$ cat config.mk
export PLATFORM = sky130hd
export DESIGN_NAME = rtp_gap_silence_filler_flat
export DESIGN_NICKNAME = d
export VERILOG_FILES = /design/src/rtl/core/rgsf_pkg.sv /design/src/rtl/core/rgsf_if.sv /design/src/rtl/core/rgsf_sub_unit.sv /design/src/rtl/core/rtp_gap_silence_filler.sv /design/src/flat_wrapper.sv
export SDC_FILE = /design/constraint.sdc
export NUM_CORES = 1
export LEC_CHECK = 0
export BUFFER_PORTS_ARGS = -buffer_cell sky130_fd_sc_hd__buf_2
export CORE_MARGIN = 10
export CORE_UTILIZATION = 53
export CTS_CLUSTER_DIAMETER = 30
export DETAILED_ROUTE_END_ITERATION = 10
export GPL_TIMING_DRIVEN = 0
export PLACE_DENSITY = 0.77
export SLEW_MARGIN = 20
export SYNTH_ARGS = -nofsm -noshare
export SYNTH_HDL_FRONTEND = slang
export SYNTH_SLANG_ARGS = --single-unit
$ cat constraint.sdc
create_clock -name clk_i -period 8.5 [get_ports clk_i]
set_clock_uncertainty 0.15 [all_clocks]
set_input_delay 1.7 -clock clk_i [delete_from_list [all_inputs] [get_ports clk_i]]
set_output_delay 1.7 -clock clk_i [all_outputs]
set_load 0.05 [all_outputs]
$ cat src/rtl/core/rgsf_pkg.sv
`default_nettype none
package rgsf_pkg;

  localparam int unsigned MaxFillPackets = 16;
  localparam int unsigned CfgDataW = 16;
  localparam int unsigned LimW = 16 + $clog2(MaxFillPackets + 2);
  localparam logic [7:0] SilUlaw = 8'hff;
  localparam logic [7:0] SilAlaw = 8'hd5;

  typedef enum logic [0:0] {
    CfgPacketOctets = 1'b0,
    CfgAlawMode     = 1'b1
  } cfg_idx_e;

  typedef enum logic [1:0] {
    StIdle,
    StCheck,
    StFill,
    StPass
  } state_e;

  typedef struct packed {
    logic [31:0] rtp_time;
    logic [15:0] length_octets;
    logic [31:0] ext_sequence;
    logic        batch_start;
  } in_t;

  typedef struct packed {
    logic        is_filler;
    logic [31:0] out_time;
    logic [15:0] out_octets;
    logic [7:0]  fill_value;
    logic [31:0] out_sequence;
    logic        gap_too_long;
    logic        last_of_run;
  } out_t;

endpackage
`default_nettype wire

$ cat src/rtl/core/rgsf_if.sv
`default_nettype none
interface rgsf_in_if;
  import rgsf_pkg::*;
  logic valid;
  logic ready;
  in_t  data;
  modport source (output valid, output data, input ready);
  modport sink (input valid, input data, output ready);
endinterface

interface rgsf_out_if;
  import rgsf_pkg::*;
  logic valid;
  logic ready;
  out_t data;
  modport source (output valid, output data, input ready);
  modport sink (input valid, input data, output ready);
endinterface
`default_nettype wire

$ cat src/rtl/core/rgsf_sub_unit.sv
`default_nettype none
module rgsf_sub_unit (
  input  logic [31:0] a_i,
  input  logic [31:0] b_i,
  output logic [31:0] diff_o,
  output logic        borrow_o
);
  import rgsf_pkg::*;

  logic [32:0] full;

  assign full     = {1'b0, a_i} - {1'b0, b_i};
  assign diff_o   = full[31:0];
  assign borrow_o = full[32];

endmodule
`default_nettype wire

$ cat src/rtl/core/rtp_gap_silence_filler.sv
`default_nettype none
// RTP gap silence filler for G.711 streams.
// Packet descriptors enter on in_i and results leave on out_o; both channels
// move one beat when valid and ready are high at a rising clock edge.
// Configuration is written through cfg_we_i, cfg_idx_i and cfg_data_i; the
// user must write it only while the block is idle, which the block itself
// does not enforce. Index 0 sets the packet size, index 1 selects A-law.
// One input beat produces zero or more silence beats followed by the passed
// packet, which carries last_of_run. The block takes one packet at a time;
// in_i.ready is high only between packets. A packet moves from StCheck
// through StFill, which sends 1 to 17 filler beats when the gap is
// filled, to StPass; in_i.ready rises again as its last result is
// registered. A single subtractor is shared by the gap computation and
// by each filler step, which sets one filler per cycle while the receiver
// does not stall. Results sit in an output register; when the receiver
// stalls the sequencer holds its place and nothing is dropped.
// Reset restores packet size 160, mu-law, and an expected timestamp of zero.
module rtp_gap_silence_filler (
  input  logic                           clk_i,
  input  logic                           rst_ni,
  input  logic                           cfg_we_i,
  input  rgsf_pkg::cfg_idx_e             cfg_idx_i,
  input  logic [rgsf_pkg::CfgDataW-1:0]  cfg_data_i,
  rgsf_in_if.sink                        in_i,
  rgsf_out_if.source                     out_o
);
  import rgsf_pkg::*;

  state_e      state_q, state_d;
  in_t         item_q, item_d;
  logic [31:0] exp_q, exp_d;
  logic [31:0] left_q, left_d;
  logic        too_long_q, too_long_d;
  logic [15:0] pkt_q;
  logic        alaw_q;
  logic        out_valid_q, out_valid_d;
  out_t        out_q, out_d;

  logic [31:0]     sub_a, sub_b, sub_diff;
  logic            sub_borrow;
  logic [LimW-1:0] limit;
  logic [15:0]     step;
  logic            out_free;

  rgsf_sub_unit u_sub (
    .a_i      (sub_a),
    .b_i      (sub_b),
    .diff_o   (sub_diff),
    .borrow_o (sub_borrow)
  );

  assign limit    = {{(LimW - 16){1'b0}}, pkt_q} * LimW'(MaxFillPackets + 1);
  assign out_free = !out_valid_q || out_o.ready;
  assign step     = sub_borrow ? left_q[15:0] : pkt_q;

  always_comb begin
    if (state_q == StCheck) begin
      sub_a = item_q.rtp_time;
      sub_b = exp_q;
    end else begin
      sub_a = left_q;
      sub_b = {16'b0, pkt_q};
    end
  end

  always_comb begin
    state_d     = state_q;
    item_d      = item_q;
    exp_d       = exp_q;
    left_d      = left_q;
    too_long_d  = too_long_q;
    out_d       = out_q;
    out_valid_d = out_valid_q && !out_o.ready;
    case (state_q)
      StIdle: begin
        if (in_i.valid) begin
          item_d  = in_i.data;
          exp_d   = in_i.data.batch_start ? in_i.data.rtp_time : exp_q;
          state_d = StCheck;
        end
      end
      StCheck: begin
        left_d = sub_diff;
        if (sub_diff == 32'd0) begin
          too_long_d = 1'b0;
          state_d    = StPass;
        end else if (pkt_q == 16'd0 || sub_diff >= {{(32 - LimW){1'b0}}, limit}) begin
          too_long_d = 1'b1;
          state_d    = StPass;
        end else begin
          too_long_d = 1'b0;
          state_d    = StFill;
        end
      end
      StFill: begin
        if (left_q == 32'd0) begin
          state_d = StPass;
        end else if (out_free) begin
          out_valid_d        = 1'b1;
          out_d.is_filler    = 1'b1;
          out_d.out_time     = exp_q;
          out_d.out_octets   = step;
          out_d.fill_value   = alaw_q ? SilAlaw : SilUlaw;
          out_d.out_sequence = item_q.ext_sequence;
          out_d.gap_too_long = 1'b0;
          out_d.last_of_run  = 1'b0;
          left_d             = sub_borrow ? 32'd0 : sub_diff;
          exp_d              = exp_q + {16'b0, step};
        end
      end
      StPass: begin
        if (out_free) begin
          out_valid_d        = 1'b1;
          out_d.is_filler    = 1'b0;
          out_d.out_time     = item_q.rtp_time;
          out_d.out_octets   = item_q.length_octets;
          out_d.fill_value   = 8'd0;
          out_d.out_sequence = item_q.ext_sequence;
          out_d.gap_too_long = too_long_q;
          out_d.last_of_run  = 1'b1;
          exp_d              = item_q.rtp_time + {16'b0, item_q.length_octets};
          state_d            = StIdle;
        end
      end
      default: begin
        state_d = StIdle;
      end
    endcase
  end

  always_ff @(posedge clk_i or negedge rst_ni) begin
    if (!rst_ni) begin
      state_q     <= StIdle;
      exp_q       <= 32'd0;
      pkt_q       <= 16'd160;
      alaw_q      <= 1'b0;
      out_valid_q <= 1'b0;
      too_long_q  <= 1'b0;
    end else begin
      state_q     <= state_d;
      exp_q       <= exp_d;
      out_valid_q <= out_valid_d;
      too_long_q  <= too_long_d;
      if (cfg_we_i) begin
        case (cfg_idx_i)
          CfgPacketOctets: pkt_q  <= cfg_data_i;
          CfgAlawMode:     alaw_q <= cfg_data_i[0];
          default: begin
          end
        endcase
      end
    end
  end

  always_ff @(posedge clk_i) begin
    item_q <= item_d;
    left_q <= left_d;
    out_q  <= out_d;
  end

  assign in_i.ready  = (state_q == StIdle);
  assign out_o.valid = out_valid_q;
  assign out_o.data  = out_q;

  a_busy_after_accept: assert property (@(posedge clk_i) disable iff (!rst_ni)
    (in_i.valid && in_i.ready) |=> !in_i.ready)
    else $error("input accepted while a packet is in progress");

  a_left_shrinks: assert property (@(posedge clk_i) disable iff (!rst_ni)
    (state_q == StFill && $past(state_q) == StFill) |-> left_q <= $past(left_q))
    else $error("remaining gap grew during fill");

  a_filler_size: assert property (@(posedge clk_i) disable iff (!rst_ni)
    (out_o.valid && out_o.data.is_filler) |->
      (out_o.data.out_octets != 16'd0 && out_o.data.out_octets <= pkt_q &&
       !out_o.data.last_of_run && !out_o.data.gap_too_long))
    else $error("malformed filler beat");

  a_hold_while_stalled: assert property (@(posedge clk_i) disable iff (!rst_ni)
    (out_o.valid && !out_o.ready) |=> (out_o.valid && $stable(out_o.data)))
    else $error("result beat changed while stalled");

endmodule
`default_nettype wire

$ cat src/flat_wrapper.sv
// flat-port wrapper written by rule: the top's interface ports become plain ports
module rtp_gap_silence_filler_flat import rgsf_pkg::*;
  (clk_i, rst_ni, cfg_we_i, cfg_idx_i, cfg_data_i, in_i_valid, in_i_data, in_i_ready, out_o_valid, out_o_data, out_o_ready);
  rgsf_in_if in_i_i ();
  rgsf_out_if out_o_i ();
  input  logic clk_i;
  input  logic rst_ni;
  input  logic cfg_we_i;
  input  rgsf_pkg::cfg_idx_e cfg_idx_i;
  input  logic [rgsf_pkg::CfgDataW-1:0] cfg_data_i;
  input wire logic [$bits(in_i_i.valid)-1:0] in_i_valid;
  input wire logic [$bits(in_i_i.data)-1:0] in_i_data;
  output wire logic [$bits(in_i_i.ready)-1:0] in_i_ready;
  output wire logic [$bits(out_o_i.valid)-1:0] out_o_valid;
  output wire logic [$bits(out_o_i.data)-1:0] out_o_data;
  input wire logic [$bits(out_o_i.ready)-1:0] out_o_ready;
  assign in_i_i.valid = in_i_valid;
  assign in_i_i.data = in_i_data;
  assign in_i_ready = in_i_i.ready;
  assign out_o_valid = out_o_i.valid;
  assign out_o_data = out_o_i.data;
  assign out_o_i.ready = out_o_ready;
  rtp_gap_silence_filler u_core (.clk_i(clk_i), .rst_ni(rst_ni), .cfg_we_i(cfg_we_i), .cfg_idx_i(cfg_idx_i), .cfg_data_i(cfg_data_i), .in_i(in_i_i), .out_o(out_o_i));
endmodule
# Word level (Yosys, flattened, before mapping)
# Cells that the tools add are included.
dict set report op_classes {
  n_reduce_logical 19
  n_eq_ne 9
  muxes 29
  magnitude_cmp 1
  bitwise_logic 1
  mul 1
  addsub 3
}
# op count
set op_table {}
lappend op_table {{$mux 32} 10}
lappend op_table {{$mux 91} 3}
lappend op_table {{$pmux 91 s2} 1}
lappend op_table {{$pmux 32 s3} 1}
lappend op_table {{$add 32x16->32} 2}
lappend op_table {{$logic_not 32->1} 2}
lappend op_table {{$pmux 32 s2} 1}
lappend op_table {{$sub 32x32->33} 1}
lappend op_table {{$ge 32x21->1} 1}
lappend op_table {{$mul 16x5->21 const B} 1}
lappend op_table {{$logic_not 16->1} 1}
lappend op_table {{$mux 16} 1}
lappend op_table {{$mux 2} 4}
lappend op_table {{$pmux 2 s4} 1}
lappend op_table {{$mux 6} 1}
lappend op_table {{$ne 2x1->1 const B} 3}
lappend op_table {{$ne 2x2->1 const B} 3}
lappend op_table {{$reduce_and 2->1} 3}
lappend op_table {{$reduce_and 3->1} 2}
lappend op_table {{$reduce_and 6->1} 1}
lappend op_table {{$mux 1} 5}
lappend op_table {{$eq 2x2->1 const B} 2}
lappend op_table {{$reduce_and 4->1} 1}
lappend op_table {{$reduce_bool 2->1} 2}
lappend op_table {{8 further kinds} 10}
dict set report word_totals {
  ff_bits 256
  inputBits 103
  word_cells 80
}

# Longest topological paths before layout
# Gate-level depths: netlist of run 1.
dict set report depth {
  word_depth 8
  mapped_depth 27
}

# By module
# Synthesis of run 1 repeated with hierarchy kept, for this count alone.
dict set report unflattened {
  cells_unflattened 1368
  hier_area_um2 15462.3
}
# module cells_per_inst instances area_each_um2
set by_module_without_submodules {}
lappend by_module_without_submodules {rtp_gap_silence_filler 1129 1 13748.2}
lappend by_module_without_submodules {rgsf_sub_unit 239 1 1714.1}

# Least setup slack after synthesis of run 1
# Ideal clock, no wire load.
dict set report synth_timing {
  path_type {input to register}
  start {input out_o_ready}
  end {register u_core.out_q, in the netlist u_core.out_o.data[0], enable pin}
  arrival_time_ns 7.968
  setup_ns 0.652
  setup_slack_ns -0.270
  t_required_ns 7.698
  n_path_buf 0
  cell_stages 2
  path_cell_list {nor2b_1 > a211oi_1}
}
dict set report synth_via {
  elab_chain_cells 3
}
# element line
set synth_lines {}
lappend synth_lines {{from (decl)} flat_wrapper.sv:16} ;# input wire logic [$bits(out_o_i.ready)-1:0] out_o_ready;
lappend synth_lines {{$logic_or 1x1->1 (*)} rtp_gap_silence_filler.sv:53} ;# assign out_free = !out_valid_q || out_o.ready;
lappend synth_lines {{$ne 2x1->1 (no source line)} --}
lappend synth_lines {{$reduce_and 4->1 (no source line) (*)} --}
lappend synth_lines {{to (signal assigned)} rtp_gap_silence_filler.sv:158} ;# out_q <= out_d;
lappend synth_lines {{to (decl)} rtp_gap_silence_filler.sv:37} ;# out_t out_q, out_d;
# Every way passes the cells marked *; elsewhere a longest branch is shown, timed or not.
# A chain may end at the register's enable or synchronous reset.

# Worst setup path after layout of run 1
dict set report layout_timing {
  start {register u_core.state_q[0]}
  end {register u_core.exp_q[19]}
}
dict set report layout_via {
  elab_chain_cells 8
}
# element line
set layout_lines {}
lappend layout_lines {{from (decl)} rtp_gap_silence_filler.sv:29} ;# state_e state_q, state_d;
lappend layout_lines {{from (signal assigned)} rtp_gap_silence_filler.sv:133} ;# state_q <= StIdle;
lappend layout_lines {{from (signal assigned)} rtp_gap_silence_filler.sv:140} ;# state_q <= state_d;
lappend layout_lines {{$eq 2x1->1} rtp_gap_silence_filler.sv:57} ;# if (state_q == StCheck) begin
lappend layout_lines {{$mux 32} rtp_gap_silence_filler.sv:57}
lappend layout_lines {{$sub 32x32->33} rgsf_sub_unit.sv:12} ;# assign full = {1'b0, a_i} - {1'b0, b_i};
lappend layout_lines {{$mux 16} rtp_gap_silence_filler.sv:54} ;# assign step = sub_borrow ? left_q[15:0] : pkt_q;
lappend layout_lines {{$add 32x16->32} rtp_gap_silence_filler.sv:108} ;# exp_d = exp_q + {16'b0, step};
lappend layout_lines {{$mux 32} rtp_gap_silence_filler.sv:98} ;# end else if (out_free) begin
lappend layout_lines {{$mux 32} rtp_gap_silence_filler.sv:96} ;# if (left_q == 32'd0) begin
lappend layout_lines {{$pmux 32 s3} rtp_gap_silence_filler.sv:74} ;# case (state_q)
lappend layout_lines {{to (signal assigned)} rtp_gap_silence_filler.sv:141} ;# exp_q <= exp_d;
lappend layout_lines {{to (decl)} rtp_gap_silence_filler.sv:31} ;# logic [31:0] exp_q, exp_d;
# Several ways; a longest one is shown, not always the timed one. The select of a mux whose other input is x is not followed.

==> results of run 1 <==
-- Yosys cell counts (5+ instances only) --
library cell,number
sky130_fd_sc_hd__edfxtp_1,196
sky130_fd_sc_hd__ha_1,114
sky130_fd_sc_hd__nand2_1,104
sky130_fd_sc_hd__mux2_2,103
sky130_fd_sc_hd__nor2_1,95
sky130_fd_sc_hd__a21oi_1,80
sky130_fd_sc_hd__o21ai_0,56
sky130_fd_sc_hd__dfrtp_1,51
sky130_fd_sc_hd__inv_1,47
sky130_fd_sc_hd__xnor2_1,41
sky130_fd_sc_hd__clkbuf_1,35
sky130_fd_sc_hd__xor2_1,34
sky130_fd_sc_hd__nand3_1,33
sky130_fd_sc_hd__a21o_1,27
sky130_fd_sc_hd__mux2i_1,23
sky130_fd_sc_hd__a31oi_1,22
sky130_fd_sc_hd__nor3_1,22
sky130_fd_sc_hd__o211ai_1,22
sky130_fd_sc_hd__and3_1,20
sky130_fd_sc_hd__nor2b_1,20
sky130_fd_sc_hd__nand4_1,18
sky130_fd_sc_hd__nor4_1,17
sky130_fd_sc_hd__a211oi_1,13
sky130_fd_sc_hd__a22oi_1,13
sky130_fd_sc_hd__and2_1,13
sky130_fd_sc_hd__o21a_1,13
sky130_fd_sc_hd__a221oi_1,12
sky130_fd_sc_hd__a21oi_2,7
sky130_fd_sc_hd__buf_1,7
sky130_fd_sc_hd__buf_2,7
sky130_fd_sc_hd__buf_4,7
sky130_fd_sc_hd__o221ai_1,6
sky130_fd_sc_hd__o31ai_1,6
sky130_fd_sc_hd__or3_1,6
sky130_fd_sc_hd__nand2b_1,5
sky130_fd_sc_hd__o22ai_1,5
-- flip-flops by register name, indices dropped and copies added (netlist names) --
signal and count:
u_core.exp_q 32, u_core.out_o.data 84, u_core.pkt_q 16, u_core.too_long_q 1, u_core.alaw_q 1, u_core.left_q 32, u_core.item_q 80, u_core.out_o.valid 1
u_core.state_q 2
-- worst paths after layout --
path / from / to / cells after the start
worst max-delay path: u_core.state_q[0] / u_core.exp_q[19] / 26
worst min-delay path: u_core.item_q[10] / u_core.out_o.data[11] / 0
worst max register to register: u_core.state_q[0] / u_core.exp_q[19] / 26
worst min register to register: u_core.item_q[10] / u_core.out_o.data[11] / 0
max in group asynchronous: rst_ni / u_core.state_q[0] / 1
min in group asynchronous: rst_ni / u_core.pkt_q[15] / 1
-- through the flow --
stage	hold WS [ns]	instance area, µm²	instances	setup slack (ns)
after detailed placement	0.255	16800	1956	0.497
after CTS	0.266	18600	2049	0.380
after global routing	0.272	18600	2049	0.172
final	0.262	18700	2050	0.535
after global placement	0.251	16700	1948	0.648
after floorplan	0.250	15200	1375	2.02
-- per-layer routing --
| layer | track usage | vias to the layer above | wire [µm] | part of all wire |
|---|---|---|---|---|
| met1 | 0.324 | 6038 | 19500 | 0.43 |
| li1 | - | 5728 | - | - |
| met5 | 0 | - | 0 | 0 |
| met4 | 0.0678 | 0 | 948 | 0.021 |
| met3 | 0.0483 | 79 | 3840 | 0.084 |
| met2 | 0.405 | 589 | 21400 | 0.47 |
-- cell type report --
class	instances	area share
buffer	57	0.0138
clock inverter	23	0.0218
multi-input combinational	1021	0.407
clock buffer	70	0.0765
sequential	249	0.387
tap	378	0.0254
antenna	1	0.000134
timing repair buffer	203	0.0588
inverter	48	0.00966
-- cell families after synthesis --
family / Yosys count / synth area share
AOI/OAI and AO/OA: 329 / 0.144
xor gates and xnor gates: 75 / 0.0432
adders and majority gates: 118 / 0.0990
buffers and inverters: 105 / 0.0287
DFF: 249 / 0.474
muxes: 129 / 0.0936
and+or+nand+nor: 370 / 0.117
==> Implementation_results.wiki, run 1 <==
{| class="wikitable"
! Metric !! Value
|-
| Initial antenna violation count || 0
|-
| Largest delay contributor family on the critical path || compound AO/OA/AOI/OAI gates
|-
| Number of remaining DRC errors || 0
|-
| Starting DRT DRC Count || 1045
|-
| Top library cells by usage in the layout, fill and taps aside || sky130_fd_sc_hd__buf_2 (201), sky130_fd_sc_hd__edfxtp_1 (196), sky130_fd_sc_hd__ha_1 (114), sky130_fd_sc_hd__nand2_1 (104), sky130_fd_sc_hd__mux2_2 (103)
|-
| Share of post-route cells with drive strength above 1 || 0.259
|-
| Slew @ Worst Pin || 0.873 ns
|-
| Final Wtd Congestion || 0.933
|-
| Number of ports placed on the die boundary || 196
|-
| Worst stage delay on the critical path || 0.53 ns
|-
| Area taken by multi-input logic gates || 7590 µm²
|-
| Category of the most critical setup path || reg2reg
|-
| Die span in x || 189 µm
|-
| Placeable core region || 28100 µm²
|-
| TritonCTS Buffers || 50
|-
| Standard cell with the maximum stage delay on the critical path || sky130_fd_sc_hd__dfrtp_1
|-
| Total congestion overflow || 0
|-
| Setup repair after global routing missed its margin || no
|-
| Maximum number of pins on one net before global-route repair || 57
|-
| Result of the run || complete, no violations
|-
| Share of synthesized flip-flops with an asynchronous set or reset || 0.213
|-
| Register-to-register path setup slack || 0.53 ns
|-
| Final sum of negative setup slack || 0 ns
|-
| Mapped Area || 15200 µm²
|-
| Filler Cells Inserted || 2084
|-
| Final setup violation count || 0
|-
| Largest area contributor in the netlist || sky130_fd_sc_hd__edfxtp_1
|-
| Arrival time worst endpoint || 8.20 ns
|-
| CTS clk-pin slew, worst paths || 0.05 ns
|-
| Type of the tightest min-delay check || reg2reg
|-
| Mapped Nets || 1596
|-
| DRT Pass-1 Iters || 5
|-
| I/O Buffers || 195
|-
| # Post-CTS Setup Buffers || 0
|-
| Max transition margin || 0.418
|-
| Clock period minus final worst setup slack || 7.97 ns
|-
| Post-DP HPWL || 34300 µm
|-
| Y dimension of the die || 189 µm
|-
| Worst Setup Start Kind || register
|-
| Via count of the first global-routing pass || 12.5k
|-
| Post-cts gate resize count || 0
|-
| CTS hold repair buffers || 0
|-
| Number of enable-type register cells in the synthesized netlist || 196
|-
| Share of the clock period used by the worst path || 0.937
|-
| Timing-limited maximum frequency || 126 MHz
|-
| Number of warnings issued by yosys || 0
|-
| Crit path buf inv count || 5
|-
| Distinct cells, synth || 79
|-
| Mean cell area of the mapped netlist || 11.1 µm²
|-
| First-pass GRT wire length || 70800 µm
|-
| Die area || 35900 µm²
|-
| Final cell utilization of the core || 0.664
|-
| Flip-flop and latch area || 7210 µm²
|-
| Routed wire length || 45700 µm
|-
| Worst-path maximum fanout || 10
|-
| Clk buf depth || 3
|-
| Clock sink total || 249
|-
| TritonCTS clock tree || built
|-
| Area contributors post-synth || sky130_fd_sc_hd__edfxtp_1 (39%), sky130_fd_sc_hd__ha_1 (9.4%), sky130_fd_sc_hd__dfrtp_1 (8.4%)
|-
| Maxcap violations || 0
|-
| Most frequent standard cell in the layout excluding fill and tap cells || sky130_fd_sc_hd__buf_2
|-
| Max Transition Viols Final || 0
|-
| Post-synthesis sequential element count || 249
|-
| Area share of the largest cell type after synthesis || 0.387
|-
| Worst-Skew Late Latency || 0.56 ns
|-
| Part of the Yosys area used for sequential elements || 0.474
|-
| Critical path capture point type || register
|-
| Detail Route Antenna Nets || 0
|-
| Vias/cell || 6.07
|-
| Total vias in the final route || 12.4k
|-
| Total Routing Usage GR || 0.246
|-
| Depth of the CTS H-tree || 2
|-
| Post-DR wirelength/cell || 22.3 µm
|-
| P&R area growth vs syn || 22.6%
|-
| CTS root buf || sky130_fd_sc_hd__clkbuf_16
|-
| Final Hold Violating Endpoints || 0
|-
| Post-Synthesis Cells || 1375
|-
| Site row count || 61
|-
| Initial Utilization || 0.542
|-
| Critical path required time || 8.74 ns
|-
| Top_reg_cell synth || sky130_fd_sc_hd__edfxtp_1
|-
| Layout net count || 1851
|}
Power of run 1 is left out: the tool's default activity adds up to more than one toggle a clock period on the data nets, which glitch-free logic cannot reach.
==> inputs of run 2 (changes only) <==
- RECOVER_POWER: default -> 50
==> Implementation_results.wiki, run 2 (same netlist as run 1, synthesis figures left out) <==
{| class="wikitable"
! Metric !! Value
|-
| Share of the clock period used by the worst path || 0.936 (-0.00111)
|-
| Clock period minus final worst setup slack || 7.96 ns (-0.00942 ns)
|-
| Final sum of negative setup slack || 0 ns (unchanged)
|-
| Final worst-path setup slack || 0.544 ns (+0.00942 ns)
|-
| I/O Buffers || 195 (unchanged)
|-
| Routed wire length || 45700 µm (+0.14%)
|-
| Maximum number of pins on one net before global-route repair || 57 (unchanged)
|-
| Vias/cell || 6.04 (-0.39%)
|-
| Number of remaining DRC errors || 0 (unchanged)
|-
| Worst-path maximum fanout || 10 (unchanged)
|-
| Final setup violation count || 0 (unchanged)
|-
| DRT Pass-1 Iters || 7 (+2)
|-
| Max transition margin || -1.34 (-1.76)
|-
| Number of ports placed on the die boundary || 196 (unchanged)
|-
| GR Util met1 || 0.324 (unchanged)
|-
| Setup repair after global routing missed its margin || no
|-
| Worst hold stages || 0 (unchanged)
|-
| Post-placement setup slack || 0.497 ns (unchanged)
|-
| Maxcap violations || 4 (+4)
|-
| Site row count || 61 (unchanged)
|-
| Arrival time worst endpoint || 8.19 ns (about the same)
|-
| Starting DRT DRC Count || 910 (-13%)
|-
| Fin cells || 2049 (-0.049%)
|-
| Via count of the first global-routing pass || 12.5k (unchanged)
|-
| Most flop-heavy register || u_core.out_o.data
|-
| Final Wtd Congestion || 0.933 (unchanged)
|-
| Biggest regs || u_core.out_o.data x84, u_core.item_q x80
|-
| Y dimension of the die || 189 µm (unchanged)
|-
| CTS hold repair buffers || 0 (unchanged)
|-
| Result of the run || complete, but fails checks
|-
| Busiest layer in global routing || met2
|-
| Post-DP HPWL || 34300 µm (unchanged)
|-
| Hold Startpoint || u_core.item_q[10]
|-
| Met3 usage || 0.0483 (unchanged)
|-
| Clk buf depth || 3 (unchanged)
|-
| Timing-limited maximum frequency || 126 MHz (+0.12%)
|-
| Violated checks || capacitance limit, slew limit
|-
| Initial antenna violation count || 0 (unchanged)
|-
| First-pass GRT wire length || 70800 µm (unchanged)
|-
| CTS clk-pin slew, worst paths || 0.05 ns (about the same)
|-
| Placeable core region || 28100 µm² (unchanged)
|-
| Layout net count || 1851 (unchanged)
|-
| Met2 GRT Util || 0.405 (unchanged)
|-
| Reg-to-reg critical path endpoint || u_core.exp_q[19]
|-
| Share of post-route cells with drive strength above 1 || 0.232 (-0.0269)
|-
| Max Transition Viols Final || 144 (+144)
|-
| Detail Route Antenna Nets || 0 (unchanged)
|-
| TritonCTS Buffers || 50 (unchanged)
|-
| Cells after DPL || 1956 (unchanged)
|-
| TritonCTS clock tree || built
|-
| Register-to-register path setup slack || 0.54 ns (about the same)
|-
| Reg2reg path depth || 26 (unchanged)
|-
| Depth of the CTS H-tree || 2 (unchanged)
|-
| Worst-Skew Late Latency || 0.56 ns (about the same)
|-
| Category of the most critical setup path || reg2reg
|-
| Reg2reg start || u_core.state_q[0]
|-
| CTS root buf || sky130_fd_sc_hd__clkbuf_16
|-
| Total vias in the final route || 12.4k (-0.44%)
|-
| Post-cts gate resize count || 0 (unchanged)
|-
| Top library cells by usage in the layout, fill and taps aside || sky130_fd_sc_hd__edfxtp_1 (196), sky130_fd_sc_hd__buf_2 (168), sky130_fd_sc_hd__ha_1 (114), sky130_fd_sc_hd__nand2_1 (104), sky130_fd_sc_hd__mux2_2 (96)
|-
| Critical path capture point type || register
|-
| # Post-CTS Setup Buffers || 0 (unchanged)
|-
| Die area || 35900 µm² (unchanged)
|-
| Post-DR wirelength/cell || 22.3 µm (+0.19%)
|-
| Largest register FFs || 84 (unchanged)
|-
| Critical path required time || 8.74 ns (about the same)
|-
| Die span in x || 189 µm (unchanged)
|-
| Worst-case hold slack || 0.262 ns (+0.000625 ns)
|-
| Slew @ Worst Pin || 3.51 ns (+2.64 ns)
|-
| Worst Setup Start Kind || register
|-
| End of the worst hold path || u_core.out_o.data[11]
|-
| Total congestion overflow || 0 (unchanged)
|-
| Initial Utilization || 0.542 (unchanged)
|-
| Type of the tightest min-delay check || reg2reg
|-
| Most frequent standard cell in the layout excluding fill and tap cells || sky130_fd_sc_hd__edfxtp_1
|-
| Total Routing Usage GR || 0.246 (unchanged)
|-
| Final Hold Violating Endpoints || 0 (unchanged)
|-
| Antenna diode count || 0 (-1)
|-
| Clock sink total || 249 (unchanged)
|-
| P&R area growth vs syn || 22.0%
|}
run 2: changes by cell type in the layout (fill, tap and decap cells not counted), sizes merged:
| cell | before | now |
|---|---|---|
| clkbuf | 106 | 145 |
| diode | 1 | 0 |
| buf | 224 | 185 |
run 2: metrics by stage:
| step | utilization | area [µm²] |
|---|---|---|
| 2_1_floorplan | - | 15200 |
| 3_3_place_gp | 0.594 | 16700 |
| 3_5_place_dp | 0.599 | 16800 |
| 4_1_cts | 0.664 | 18600 |
| 5_1_grt | 0.661 | 18600 |
| 6_report | 0.661 | 18600 |
run 2: routing by layer:
metal	share of wire	wire length [µm]
met1	0.42	19400
met2	0.47	21500
met3	0.087	3980
met4	0.019	868
met5	0	0
run 2: how the worst max path moves through the flow:
| stage | from | endpoint | slack (ns) | cells past startpoint |
|---|---|---|---|---|
| floorplan | u_core.state_q[1] | u_core.exp_q[28] | 2.02 | 26 |
| global placement | u_core.state_q[1] | u_core.exp_q[22] | 0.65 | 26 |
| detailed placement | u_core.state_q[1] | u_core.exp_q[26] | 0.50 | 26 |
| CTS | u_core.state_q[0] | u_core.exp_q[19] | 0.38 | 26 |
| global route | u_core.state_q[0] | u_core.exp_q[22] | 0.17 | 25 |
| finish | u_core.state_q[0] | u_core.exp_q[19] | 0.54 | 26 |
run 2: worst max-delay path, stage by stage, from the launching register on:
cell	delay [ns]
sky130_fd_sc_hd__dfrtp_1	0.52
sky130_fd_sc_hd__ha_1	0.21
sky130_fd_sc_hd__clkbuf_1	0.47
sky130_fd_sc_hd__clkbuf_1	0.48
sky130_fd_sc_hd__mux2_2	0.40
sky130_fd_sc_hd__ha_1	0.27
sky130_fd_sc_hd__buf_2	0.19
sky130_fd_sc_hd__a21oi_1	0.12
sky130_fd_sc_hd__o21ai_0	0.39
sky130_fd_sc_hd__a32o_1	0.26
sky130_fd_sc_hd__a21oi_2	0.06
sky130_fd_sc_hd__o21ba_2	0.24
sky130_fd_sc_hd__o21a_2	0.24
sky130_fd_sc_hd__o21ai_4	0.38
sky130_fd_sc_hd__buf_6	0.22
sky130_fd_sc_hd__mux2_2	0.40
sky130_fd_sc_hd__ha_1	0.35
sky130_fd_sc_hd__o21ai_0	0.33
sky130_fd_sc_hd__o21ai_0	0.20
sky130_fd_sc_hd__a21boi_0	0.34
sky130_fd_sc_hd__o211a_1	0.30
sky130_fd_sc_hd__o211ai_1	0.12
sky130_fd_sc_hd__o211ai_1	0.17
sky130_fd_sc_hd__clkbuf_1	0.45
sky130_fd_sc_hd__nor3_1	0.09
sky130_fd_sc_hd__a221oi_1	0.28
sky130_fd_sc_hd__o22ai_1	0.15
run 2: area by class of cell:
type,instances,area [µm²]
Clock inverter,23,407
Sequential cell,249,7210
Tap cell,378,473
Fill cell,2119,9520
Buffer,57,258
Multi-Input combinational cell,1021,7580
Timing Repair Buffer,203,1030
Inverter,48,180
Clock buffer,70,1430
Power of run 2 is left out for the same reason.
==> inputs of run 3 (changes only) <==
- CORE_UTILIZATION: 53 -> 64
- PLACE_DENSITY: 0.77 -> 0.87
- clock period: 8.5 -> 9.9 ns (I/O delays scaled with it)
==> Implementation_results.wiki, run 3 (same netlist as run 1, synthesis figures left out) <==
{| class="wikitable"
! Metric !! Value
|-
| Result of the run || complete, but fails checks
|-
| Violated checks || DRC, capacitance limit, slew limit
|-
| Worst-path maximum fanout || 10 (unchanged)
|-
| Register-to-register path setup slack || 1.59 ns (+1.05 ns)
|-
| Final Wtd Congestion || 0.970 (+3.9%)
|-
| CTS root buf || sky130_fd_sc_hd__clkbuf_16
|-
| Setup repair after global routing missed its margin || no
|-
| Depth of the CTS H-tree || 2 (unchanged)
|-
| Biggest regs || u_core.out_o.data x84, u_core.item_q x80
|-
| Flip-flop and latch area || 7210 µm² (unchanged)
|-
| Total congestion overflow || 0 (unchanged)
|-
| Routed wire length || 50600 µm (+11%)
|-
| Most flop-heavy register || u_core.out_o.data
|-
| Layout net count || 1846 (-0.27%)
|-
| Max Transition Viols Final || 137 (-4.9%)
|-
| Worst hold stages || 0 (unchanged)
|-
| Most Frequent Cell on Critical Path || sky130_fd_sc_hd__ha_1
|-
| P&R area growth vs syn || 19.4%
|-
| Number of ports placed on the die boundary || 196 (unchanged)
|-
| Via count of the first global-routing pass || 13.3k (+6.3%)
|-
| Clock period minus final worst setup slack || 8.31 ns (+0.353 ns)
|-
| End of the worst hold path || u_core.out_o.data[32]
|-
| CTS hold repair buffers || 0 (unchanged)
|-
| # Post-CTS Setup Buffers || 0 (unchanged)
|-
| Maximum number of pins on one net before global-route repair || 56 (-1.8%)
|-
| Site row count || 56 (-8.2%)
|-
| Critical path capture point type || register
|-
| Placeable core region || 23400 µm² (-17%)
|-
| Initial antenna violation count || 1 (+1)
|-
| Crit path buf inv count || 4 (-1)
|-
| First-pass GRT wire length || 77200 µm (+9.1%)
|-
| Maxcap violations || 3 (-1)
|-
| Top library cells by usage in the layout, fill and taps aside || sky130_fd_sc_hd__edfxtp_1 (196), sky130_fd_sc_hd__buf_2 (165), sky130_fd_sc_hd__ha_1 (114), sky130_fd_sc_hd__nand2_1 (104), sky130_fd_sc_hd__nor2_1 (95)
|-
| Slew @ Worst Pin || 3.21 ns (-0.296 ns)
|-
| Total Routing Usage GR || 0.321 (+0.0747)
|-
| Hold Startpoint || u_core.item_q[31]
|-
| Reg2reg path depth || 26 (unchanged)
|-
| DRT Pass-1 Iters || 11 (+4)
|-
| Most frequent standard cell in the layout excluding fill and tap cells || sky130_fd_sc_hd__edfxtp_1
|-
| Timing-limited maximum frequency || 120 MHz (-4.2%)
|-
| Largest delay contributor family on the critical path || compound AO/OA/AOI/OAI gates
|-
| Die span in x || 174 µm (-8.0%)
|-
| TritonCTS clock tree || built
|-
| Worst Setup Start Kind || register
|-
| Final sum of negative setup slack || 0 ns (unchanged)
|-
| Number of remaining DRC errors || 1 (+1)
|-
| Share of post-route cells with drive strength above 1 || 0.224 (-0.00764)
|-
| Share of the clock period used by the worst path || 0.839 (-0.0967)
|-
| Worst-case hold slack || 0.270 ns (+0.00742 ns)
|-
| I/O Buffers || 195 (unchanged)
|-
| Initial Utilization || 0.650 (+0.108)
|-
| Antenna diode count || 0 (unchanged)
|-
| Y dimension of the die || 174 µm (-8.0%)
|-
| Total vias in the final route || 13.4k (+8.1%)
|-
| Final Hold Violating Endpoints || 0 (unchanged)
|-
| Category of the most critical setup path || reg2reg
|-
| Area of all placed cells without fillers || 18200 µm² (-2.1%)
|-
| Area taken by multi-input logic gates || 7580 µm² (unchanged)
|-
| Post-DP HPWL || 34500 µm (+0.66%)
|-
| Detail Route Antenna Nets || 0 (unchanged)
|-
| Worst stage delay on the critical path || 0.61 ns (+0.09 ns)
|-
| Max transition margin || -1.14 (+0.197)
|-
| TritonCTS Buffers || 45 (-10%)
|-
| Final setup violation count || 0 (unchanged)
|-
| Clock sink total || 249 (unchanged)
|-
| Reg-to-reg critical path endpoint || u_core.exp_q[22]
|-
| Reg2reg start || u_core.state_q[1]
|-
| Critical path required time || 10.18 ns (+1.44 ns)
|-
| Clk buf depth || 3 (unchanged)
|-
| Arrival time worst endpoint || 8.59 ns (+0.40 ns)
|-
| Placement-stage cell area || 16700 µm² (-0.48%)
|-
| Filler Cells Inserted || 1424 (-33%)
|-
| Largest register FFs || 84 (unchanged)
|-
| Standard cell with the maximum stage delay on the critical path || sky130_fd_sc_hd__buf_1
|-
| Worst-Skew Late Latency || 0.55 ns (about the same)
|-
| Type of the tightest min-delay check || reg2reg
|-
| Post-DR wirelength/cell || 25.6 µm (+15%)
|-
| Vias/cell || 6.76 (+12%)
|-
| Die area || 30300 µm² (-15%)
|-
| CTS clk-pin slew, worst paths || 0.07 ns (+0.02 ns)
|-
| Starting DRT DRC Count || 2109 (+130%)
|-
| Post-cts gate resize count || 0 (unchanged)
|}
==> run 3: layout make-up <==
type                    instances  share of cell area
multi-input cells            1021               0.417
flip-flops and latches        249               0.397
clock buffers                  51              0.0649
repair buffers                203              0.0555
well taps                     319              0.0220
clock inverters                32              0.0194
plain buffers                  57              0.0141
inverters                      48             0.00992
==> run 3: through the flow <==
stage	util	setup WS (ns)	std cells
finish	0.776	1.59	1980
global route	0.776	1.33	1980
CTS	0.780	1.78	1980
detailed placement	0.715	1.86	1897
global placement	0.709	-1.73	1889
floorplan	-	0.850	1375
==> run 3: worst register-to-register path: cells and delay by family (launching register included) <==
| kind | cells | cell delay [ns] |
|---|---|---|
| buffers and inverters | 4 | 1.43 |
| and+or+nand+nor | 2 | 0.57 |
| muxes | 2 | 0.58 |
| AOI/OAI and AO/OA | 14 | 3.87 |
| adders and majority gates | 4 | 1.20 |
| DFF | 1 | 0.41 |
==> run 3: worst max path at each step <==
stage | start | slack, ns | cells past startpoint | end
after floorplan | out_o_ready | 0.85 | 2 | u_core.out_o.data[0]
after global placement | out_o_ready | -1.73 | 3 | u_core.out_o.data[39]
final | u_core.state_q[1] | 1.59 | 26 | u_core.exp_q[22]
after CTS | u_core.state_q[1] | 1.78 | 26 | u_core.exp_q[20]
after global routing | u_core.state_q[1] | 1.33 | 26 | u_core.exp_q[22]
after detailed placement | u_core.state_q[1] | 1.86 | 26 | u_core.exp_q[22]
==> run 3: per-layer routing <==
| metal | up-vias | routed length (µm) | GRT usage |
|---|---|---|---|
| met1 | 6233 | 18600 | 0.393 |
| met4 | 0 | 2820 | 0.155 |
| met2 | 1137 | 22900 | 0.515 |
| met3 | 273 | 6350 | 0.0880 |
| met5 | - | 0 | 0 |
| li1 | 5735 | - | - |
Power of run 3 is left out for the same reason.
